[src/direct_mapped_sector_cache_defines.svh]
// Assertion macros for the sector cache. Synthesis sees empty bodies.
`ifndef DIRECT_MAPPED_SECTOR_CACHE_DEFINES_SVH
`define DIRECT_MAPPED_SECTOR_CACHE_DEFINES_SVH
`ifndef SYNTHESIS
// Property checked every clock edge outside reset
`define DMSC_ASSERT(label, clk, rst, prop, msg) \
   label: assert property (@(posedge clk) disable iff (rst) prop) else $error(msg);
// Condition in one cycle implies property in the next
`define DMSC_ASSERT_NEXT(label, clk, rst, cond, prop, msg) \
   label: assert property (@(posedge clk) disable iff (rst) (cond) |=> (prop)) else $error(msg);
`else
`define DMSC_ASSERT(label, clk, rst, prop, msg)
`define DMSC_ASSERT_NEXT(label, clk, rst, cond, prop, msg)
`endif
`endif

[src/dmsc_pkg.sv]
`timescale 1ns / 1ps
`default_nettype none

package dmsc_pkg;

   // field widths
   localparam int DEV_W    = 4;
   localparam int LBA_W    = 48;
   localparam int WIDX_W   = 6;
   localparam int WORD_W   = 64;
   localparam int STATUS_W = 2;
   localparam int CNT_W    = 32;

   // line hash: (lba * HASH_MULT + device) mod line count, 64-bit wrap
   localparam int              HASH_W    = 64;
   localparam logic [31:0]     HASH_MULT = 32'd2654435761;
   localparam int              MUL_A_W   = 24;
   localparam int              PROD_W    = MUL_A_W + 32;
   localparam int              MOD_BITS  = 4;
   localparam int              MOD_STEPS = HASH_W / MOD_BITS;
   localparam int              MOD_CNT_W = $clog2(MOD_STEPS);

   // response status codes
   localparam logic [STATUS_W-1:0] STATUS_HIT  = 2'd0;
   localparam logic [STATUS_W-1:0] STATUS_DONE = 2'd1;
   localparam logic [STATUS_W-1:0] STATUS_ERR  = 2'd2;

   // controller to datapath commands
   typedef struct packed {
      logic clear;
      logic load;
      logic mul_lo;
      logic mul_hi;
      logic sum;
      logic mod_step;
      logic tag_rd;
      logic tag_chk;
      logic exec;
   } cmd_type;

   // datapath to controller status
   typedef struct packed {
      logic clear_done;
      logic mod_done;
      logic open_req;
   } stat_type;

endpackage

`default_nettype wire

[src/dmsc_ctrl.sv]
`timescale 1ns / 1ps
`default_nettype none

module dmsc_ctrl (
   input  logic               clock,
   input  logic               reset,
   input  logic               start,
   input  dmsc_pkg::stat_type stat,
   output logic               busy,
   output dmsc_pkg::cmd_type  cmd
);
   import dmsc_pkg::*;

   typedef enum logic [3:0] {
      ST_CLEAR,
      ST_IDLE,
      ST_MUL_LO,
      ST_MUL_HI,
      ST_SUM,
      ST_MOD,
      ST_TAG_RD,
      ST_TAG_CHK,
      ST_WORD_RD,
      ST_EXEC
   } state_type;

   state_type state_ff;

   // sequencing: opening words hash and check the tag, others go straight to the word
   always_ff @(posedge clock) begin
      if (reset) begin
         state_ff <= ST_CLEAR;
      end else begin
         unique case (state_ff)
            ST_CLEAR:   if (stat.clear_done) state_ff <= ST_IDLE;
            ST_IDLE: begin
               if (start) state_ff <= stat.open_req ? ST_MUL_LO : ST_WORD_RD;
            end
            ST_MUL_LO:  state_ff <= ST_MUL_HI;
            ST_MUL_HI:  state_ff <= ST_SUM;
            ST_SUM:     state_ff <= ST_MOD;
            ST_MOD:     if (stat.mod_done) state_ff <= ST_TAG_RD;
            ST_TAG_RD:  state_ff <= ST_TAG_CHK;
            ST_TAG_CHK: state_ff <= ST_WORD_RD;
            ST_WORD_RD: state_ff <= ST_EXEC;
            ST_EXEC:    state_ff <= ST_IDLE;
            default:    state_ff <= ST_IDLE;
         endcase
      end
   end

   // command decode
   always_comb begin
      cmd  = '0;
      busy = (state_ff != ST_IDLE);
      unique case (state_ff)
         ST_CLEAR:   cmd.clear    = 1'b1;
         ST_IDLE:    cmd.load     = start;
         ST_MUL_LO:  cmd.mul_lo   = 1'b1;
         ST_MUL_HI:  cmd.mul_hi   = 1'b1;
         ST_SUM:     cmd.sum      = 1'b1;
         ST_MOD:     cmd.mod_step = 1'b1;
         ST_TAG_RD:  cmd.tag_rd   = 1'b1;
         ST_TAG_CHK: cmd.tag_chk  = 1'b1;
         ST_WORD_RD: cmd          = '0;
         ST_EXEC:    cmd.exec     = 1'b1;
         default:    cmd          = '0;
      endcase
   end

endmodule

`default_nettype wire

[config.mk]
export PLATFORM = sky130hd
export DESIGN_NAME = dmsc_ctrl
export DESIGN_NICKNAME = d
export VERILOG_FILES = /design/src/direct_mapped_sector_cache_defines.svh /design/src/dmsc_pkg.sv /design/src/dmsc_ctrl.sv
export SDC_FILE = /design/constraint.sdc
export NUM_CORES = 1
export LEC_CHECK = 0
export ABC_AREA = 1
export BUFFER_PORTS_ARGS = -buffer_cell sky130_fd_sc_hd__buf_2
export CAP_MARGIN = 25
export CORE_AREA = 4 4 41 43
export CTS_BUF_LIST = sky130_fd_sc_hd__clkbuf_16
export DETAILED_ROUTE_END_ITERATION = 10
export DIE_AREA = 0 0 45 47
export SYNTH_ARGS = -nofsm -noshare
export SYNTH_HDL_FRONTEND = slang
export SYNTH_SLANG_ARGS = --single-unit
[constraint.sdc]
create_clock -name clock -period 1.2 [get_ports clock]
set_input_delay 0.18 -clock clock [delete_from_list [all_inputs] [get_ports clock]]
set_output_delay 0.18 -clock clock [all_outputs]
set_load 0.02 [all_outputs]
==> results of run 1 <==
[what timing repair did]
item	CTS	global route
pin swaps	3	3
endpoints found under the setup margin	10	11
endpoints found under the hold margin	0	0
buffers inserted	1	3
resized for setup	20	11
[power by group]
group	internal (mW)	leakage, nW	total [mW]	switching, mW
sequential	0.144	0.0355	0.167	0.0231
combinational	0.0968	0.251	0.225	0.128
clock	0.426	0.0370	0.521	0.0952
[per-stage QoR]
step | total power [mW] | setup slack [ns] | instances | hold slack, ns | util [%]
6_report | 0.913 | -0.0721 | 94 | 0.163 | 45.5
5_1_grt | 0.965 | -0.130 | 94 | 0.166 | 45.5
4_1_cts | 0.891 | -0.0925 | 91 | 0.158 | 41.5
3_5_place_dp | 0.338 | 0.0308 | 87 | 0.401 | 31.4
3_3_place_gp | 0.338 | 0.0177 | 87 | 0.398 | 31.4
2_1_floorplan | 0.290 | -0.0320 | 57 | 0.249 | -
[cell type report]
type,count,area (um2)
clock buffer,3,75.1
fill,153,709
inverter,15,63.8
multi-input combinational,38,206
sequential,4,95.1
tap,15,18.8
timing repair buffer,19,133
[cell families (layout without fill, tap and decap cells)]
family	count (synthesis)	in the layout
flops	4	4
compound gates	2	2
simple gates	36	36
buf+inv	15	37
[cell usage in the layout, fill, tap and decap left out, types with 4 or more instances in the layout]
cell	synthesis	layout
nand2_1	13	12
buf_4	0	10
inv_1	12	9
buf_2	0	7
nand3_1	6	6
nor2_2	5	5
nor2_1	8	5
dfxtp_4	0	4
[worst register-to-register path, cell delays in order, from the launching register on]
cell and delay [ns]:
dfxtp_4 0.39, inv_2 0.05, nand2_2 0.08, nor2_4 0.05
buf_4 0.13, buf_4 0.12, nand2_1 0.06, nand3_1 0.07
nand2_1 0.07, nor2_1 0.03
[per-layer routing]
layer  vias up  wire length, um  GRT usage [%]
met5         -                0              0
met4         0               23           10.5
met3         2               56           2.30
met2        10              482           16.9
met1       171              376           9.55
li1        215                -              -
[how the worst min path moves through the flow]
stage	end	from	cells past startpoint	slack, ns
2_1_floorplan	state_ff[2]$_SDFFE_PP0P_	reset	1	0.25
3_3_place_gp	state_ff[3]$_SDFFE_PP0P_	reset	2	0.40
6_report	state_ff[2]$_SDFFE_PP0P_	reset	2	0.16
5_1_grt	state_ff[2]$_SDFFE_PP0P_	reset	2	0.17
3_5_place_dp	state_ff[2]$_SDFFE_PP0P_	reset	2	0.40
4_1_cts	state_ff[3]$_SDFFE_PP0P_	reset	2	0.16
==> summary.txt, run 1 <==
Yosys
  • Top-count cell post-synth: nand2_1
  • Synth Area per Inst: around 5.5 um2
  • Synth Area in Simple Gates: between 50% and 60%
  • Syn Inst Count: 57
  • Synth Area in Adders: 0%
  • Share of the synthesized area in the top cell type: 25.6%
  • Yosys reg bits: 4
  • Area leader, netlist: dfxtp_1
  • Top_reg_cell synth: dfxtp_1
  • Synth unique cells: 11
  • XOR/XNOR Fraction of Synth Area: 0%
  • Most frequent cells after synthesis: nand2_1 (13), inv_1 (12), nor2_1 (8)
  • Net count after synthesis: 63
  • Mapped cell area: 313 um2
  • Largest family of logic cells by synthesized area: simple AND/OR/NAND/NOR gates
  • Synth Area in Compound Gates: 4.40%
  • Post-synthesis mux area share: 0%
  • Asr flop ratio synth: 0%
  • Seq/Total Area, Yosys: 25.6%
  • Yosys warning total: 0
  • Top cells by area, synth: dfxtp_1 (26%), nand2_1 (16%), inv_1 (14%)
  • EDFF count, synth: 0

Power
  • Max VDD drop: 0.869 mV
  • Power per Cell Area: ~1500 nW/um2
  • P_leak: 0.323 nW

Setup path
  • Slowest-stage cell, CP: dfxtp_4
  • Crit path depth: 5
  • CP required: between 1 and 1.5 ns
  • Top delay family on crit path: flip-flops
  • R2R Setup Slk: around 0.04 ns
  • Crit path kind: register to primary output
  • Crit path launch type: register
  • Critical Path Source: state_ff[2]$_SDFFE_PP0P_
  • Crit path arrival time: 1.09 ns
  • Crit end category: primary output
  • Launching point of the worst reg2reg path: state_ff[1]$_SDFFE_PP0P_
  • Critical path, cell by cell: inv_4 > nor2_4 > inv_2 > nor3_2 > buf_4
  • CP endpoint: cmd[4]
  • Worst r2r dst: state_ff[3]$_SDFFE_PP0P_
  • CP Max Fanout: 5
  • CP max stage delay: ~0.36 ns
  • Worst path bufs/invs: 3
  • Reg2Reg Depth: 9

Final layout
  • Fin area: 592 um2
  • Biggest registers after layout: state_ff: 4 flops
  • Most flop-heavy register: state_ff
  • Ratio of cells with drive above 1 in the final layout: 57.0%
  • Ant diodes: 0
  • Number of flip-flops in the largest register: 4
  • Nets@finish: 87
  • Layout area overhead: 89.2%

STA
  • Tcrit/Tclk final: 106%
  • Min Tclk post-route: approximately 1.3 ns
  • Setup TNS: -0.326 ns
  • Final setup viols: 8
  • Final Max Slew Viols: 0
  • Max_slew headroom: between 80% and 90%
  • Highest Clock Rate: 786 MHz
  • Final-report hold violation count: 0
  • Tightest Pin Transition: 0.163 ns
  • RSZ-0062 raised after global routing: true
  • Worst setup margin: -0.0721 ns
  • Layout Skew: 0.000620 ns

GRT
  • Initial antenna violation count: 0
  • Maximum number of pins on one net before global-route repair: 8
  • Total Routing Usage GR: 9.95%
  • Vias in the first global route: 354
  • Grt ovf: 0
  • First-pass GRT wire length: 1.39 mm

Floorplanning
  • Die area: 2120 um2
  • Core Rows: 13
  • Core area: 1300 um2
  • Io pins: 16
  • Initial Utilization: about a quarter
  • Die Wd: approximately 45 um
  • Die Ht: 47 um

Clock tree
  • Clk_lat worst skew: 0.22 ns
  • CTS clk-pin slew, worst paths: 0.03 ns
  • Clock tree buffer depth: 2
  • CTS Root Cell: clkbuf_16
  • H-Tree Level Count: 1
  • Clock sinks: 4
  • Hold_buf cts: 0
  • Total CTS buffers: 3
  • CTS tree: yes

Placed design
  • GPL Wtd Cong: 0.757
  • DP HPWL: 646 um
  • DP Area: 409 um2
  • I/O Buffers: 15

Routing
  • Post-Route WL: 939 um
  • DR DRC count: 0
  • Initial DRC count: 4
  • Vias: 398
  • Routed len/inst: 9.99 um
  • Number of detailed-route iterations in the first pass: 2
  • Post-route ant nets: 0
  • Vias per cell: 4.23

Status
  • Status: complete, but fails checks
  • Failing checks: negative setup slack

Flow run
  • Max-cap viol count: 0

Worst hold path
  • HP Class: input port to register
Power figures use the tool's default switching activity.
==> run 2: changes to the inputs <==
--- a/config.mk
+++ b/config.mk
@@ -9,7 +9,6 @@
 export BUFFER_PORTS_ARGS = -buffer_cell sky130_fd_sc_hd__buf_2
 export CAP_MARGIN = 25
 export CORE_AREA = 4 4 41 43
-export CTS_BUF_LIST = sky130_fd_sc_hd__clkbuf_16
 export DETAILED_ROUTE_END_ITERATION = 10
 export DIE_AREA = 0 0 45 47
 export SYNTH_ARGS = -nofsm -noshare
==> run 2 against run 1 <==
Compared with the run above:
- the run still ends with negative setup slack left
- critical path depth unchanged
- clock power down 69%
- die area unchanged
- via count down 2.8%
- sequential share of layout area up 1.9 points
- fmax about the same
- sequential power about the same
- hold slack about the same
- register-to-register slack about the same
- final area down 11%
- sequential cell count unchanged
- routed wire length down 3.2%
- critical path type unchanged
- critical endpoint unchanged
==> summary.txt, run 2 (synthesis results as in run 1) <==
Routing
  • Post-route ant nets: 0 (unchanged)
  • Routed len/inst: 9.77 um (-2.2%)
  • Vias per cell: 4.16 (-1.7%)
  • Initial DRC count: 6 (+2)
  • Vias: 387 (-2.8%)
  • Number of detailed-route iterations in the first pass: 4 (+2)
  • Post-Route WL: 909 um (-3.2%)
  • DR DRC count: 0 (unchanged)

Clock tree
  • Total CTS buffers: 3 (unchanged)
  • Clk_lat worst skew: 0.23 ns (about the same)
  • Clock tree buffer depth: 2 (unchanged)
  • CTS tree: yes
  • CTS Root Cell: clkbuf_4
  • H-Tree Level Count: 1 (unchanged)
  • CTS clk-pin slew, worst paths: 0.04 ns (about the same)
  • Clock sinks: 4 (unchanged)

Placed design
  • DP Area: 409 um2 (unchanged)
  • GPL Wtd Cong: 0.757 (unchanged)
  • I/O Buffers: 15 (unchanged)
  • DP HPWL: 646 um (unchanged)

Setup path
  • R2R Setup Slk: 0.04 ns (about the same)
  • Worst path bufs/invs: 3 (unchanged)
  • Crit path kind: register to primary output
  • Worst r2r dst: state_ff[3]$_SDFFE_PP0P_
  • Crit path launch type: register
  • Crit end category: primary output
  • Crit path arrival time: 1.09 ns (about the same)
  • Top delay family on crit path: flip-flops
  • Critical path, cell by cell: inv_4 > nor2_4 > inv_2 > nor3_2 > buf_4
  • Launching point of the worst reg2reg path: state_ff[3]$_SDFFE_PP0P_
  • Slowest-stage cell, CP: dfxtp_4
  • Reg2Reg Depth: 9 (unchanged)
  • CP Max Fanout: 5 (unchanged)
  • CP max stage delay: 0.36 ns (about the same)
  • CP required: 1.02 ns (about the same)

Worst hold path
  • Hold Path End: state_ff[2]$_SDFFE_PP0P_
  • Worst Hold Launch: reset
  • Hold path depth: 2 (unchanged)
  • HP Class: input port to register

Floorplanning
  • Die Ht: 47 um (unchanged)
  • Die Wd: 45 um (unchanged)
  • Io pins: 16 (unchanged)
  • Die area: 2120 um2 (unchanged)
  • Initial Utilization: 24.0% (unchanged)
  • Core Rows: 13 (unchanged)
  • Core area: 1300 um2 (unchanged)

Final layout
  • Layout area overhead: 69.2%
  • Area occupied by multi-input gates: 206 um2 (unchanged)
  • Commonest non-fill, non-tap cells in the layout: nand2_1 (12), inv_1 (9), buf_2 (8), buf_4 (8), nand3_1 (6)
  • Ratio of cells with drive above 1 in the final layout: 56.4% (-0.55 points)
  • Post-Route Utilization: 40.7% (-4.8 points)
  • Number of flip-flops in the largest register: 4 (unchanged)
  • Ant diodes: 0 (unchanged)
  • Fillers: 154 (+0.65%)
  • Nets@finish: 86 (-1.1%)
  • Fin area: 529 um2 (-11%)
  • Most flop-heavy register: state_ff
  • Register Area: 95.1 um2 (unchanged)
  • Biggest registers after layout: state_ff: 4 flops
  • Most common cell after layout, fill and taps aside: nand2_1

STA
  • Highest Clock Rate: 786 MHz (about the same)
  • Tcrit/Tclk final: 106% (about the same)
  • Worst setup margin: -0.0728 ns (-0.000710 ns)
  • Final Max Slew Viols: 0 (unchanged)
  • RSZ-0062 raised after global routing: true
  • Tightest Pin Transition: 0.153 ns (-0.00975 ns)
  • Final-report hold violation count: 0 (unchanged)
  • Layout Skew: 0.000391 ns (-0.000229 ns)
  • Final setup viols: 9 (+1)
  • Min Tclk post-route: 1.27 ns (+0.000710 ns)
  • Worst hold margin: 0.162 ns (-0.000265 ns)
  • Max_slew headroom: 89.8% (+0.65 points)

Status
  • Failing checks: negative setup slack
  • Status: complete, but fails checks

GRT
  • Total Routing Usage GR: 9.40% (-0.55 points)
  • Vias in the first global route: 351 (-0.85%)
  • Maximum number of pins on one net before global-route repair: 8 (unchanged)
  • Grt ovf: 0 (unchanged)
  • Initial antenna violation count: 0 (unchanged)
  • First-pass GRT wire length: 1.36 mm (-1.9%)

Power
  • Max VDD drop: 0.441 mV (-49%)
  • P_leak: 0.295 nW (-8.8%)
  • Power per Cell Area: 1040 nW/um2 (-32%)

Flow run
  • Max-cap viol count: 0 (unchanged)
[run 2: cell count changes in the layout (fill, tap and decap cells not counted), sizes merged]
| cell | delta |
|---|---|
| buf | -1 |
[run 2: worst max path at each step]
| stage | from | to | slack (ns) | cells after the start |
|---|---|---|---|---|
| after floorplan | state_ff[2]$_SDFFE_PP0P_ | cmd[4] | -0.03 | 4 |
| after global placement | state_ff[2]$_SDFFE_PP0P_ | cmd[4] | 0.02 | 5 |
| after detailed placement | state_ff[2]$_SDFFE_PP0P_ | cmd[4] | 0.03 | 5 |
| after CTS | state_ff[2]$_SDFFE_PP0P_ | cmd[4] | -0.10 | 5 |
| after global routing | state_ff[2]$_SDFFE_PP0P_ | cmd[4] | -0.16 | 5 |
| final | state_ff[2]$_SDFFE_PP0P_ | cmd[4] | -0.07 | 5 |
[run 2: area by class of cell]
type,instances,share of cell area (%)
sequential,4,18.0
inverter,15,12.1
tap,15,3.55
clock buffer,3,4.26
multi-input combinational,38,39.0
timing repair buffer,18,23.2
[run 2: routing by layer]
layer,wire length (um),GRT usage [%]
met1,357,9.32
met2,506,16.9
met3,45,2.30
met4,0,7.02
met5,0,0
[run 2: worst reg2reg max path: stages (launching register included)]
cell     delay [ns]
dfxtp_4        0.38
inv_4          0.05
nand2_2        0.10
nor2_4         0.04
buf_4          0.13
buf_4          0.12
nand2_1        0.06
nand3_1        0.07
nand2_1        0.07
nor2_1         0.03
[run 2: repair_timing]
item | 4_1_cts | 5_1_grt
gates resized for setup | 20 | 10
pin swaps | 3 | 3
hold buffers | 0 | 0
cloned | 0 | 0
buffers inserted | 1 | 2
setup endpoints to repair | 10 | 11
[run 2: report_power, final]
group	leakage, nW	total (mW)	internal [mW]	switching [mW]
combinational	0.245	0.225	0.0954	0.129
sequential	0.0355	0.167	0.144	0.0230
clock	0.0138	0.160	0.111	0.0490
[run 2: stage by stage]
| step | TNS (ns) | power [mW] | worst slack, ns | std cells |
|---|---|---|---|---|
| after floorplan | -0.0320 | 0.290 | -0.0320 | 57 |
| after global placement | 0 | 0.338 | 0.0177 | 87 |
| after detailed placement | 0 | 0.338 | 0.0308 | 87 |
| after CTS | -0.610 | 0.530 | -0.104 | 91 |
| after global routing | -1.20 | 0.604 | -0.162 | 93 |
| final | -0.353 | 0.552 | -0.0728 | 93 |
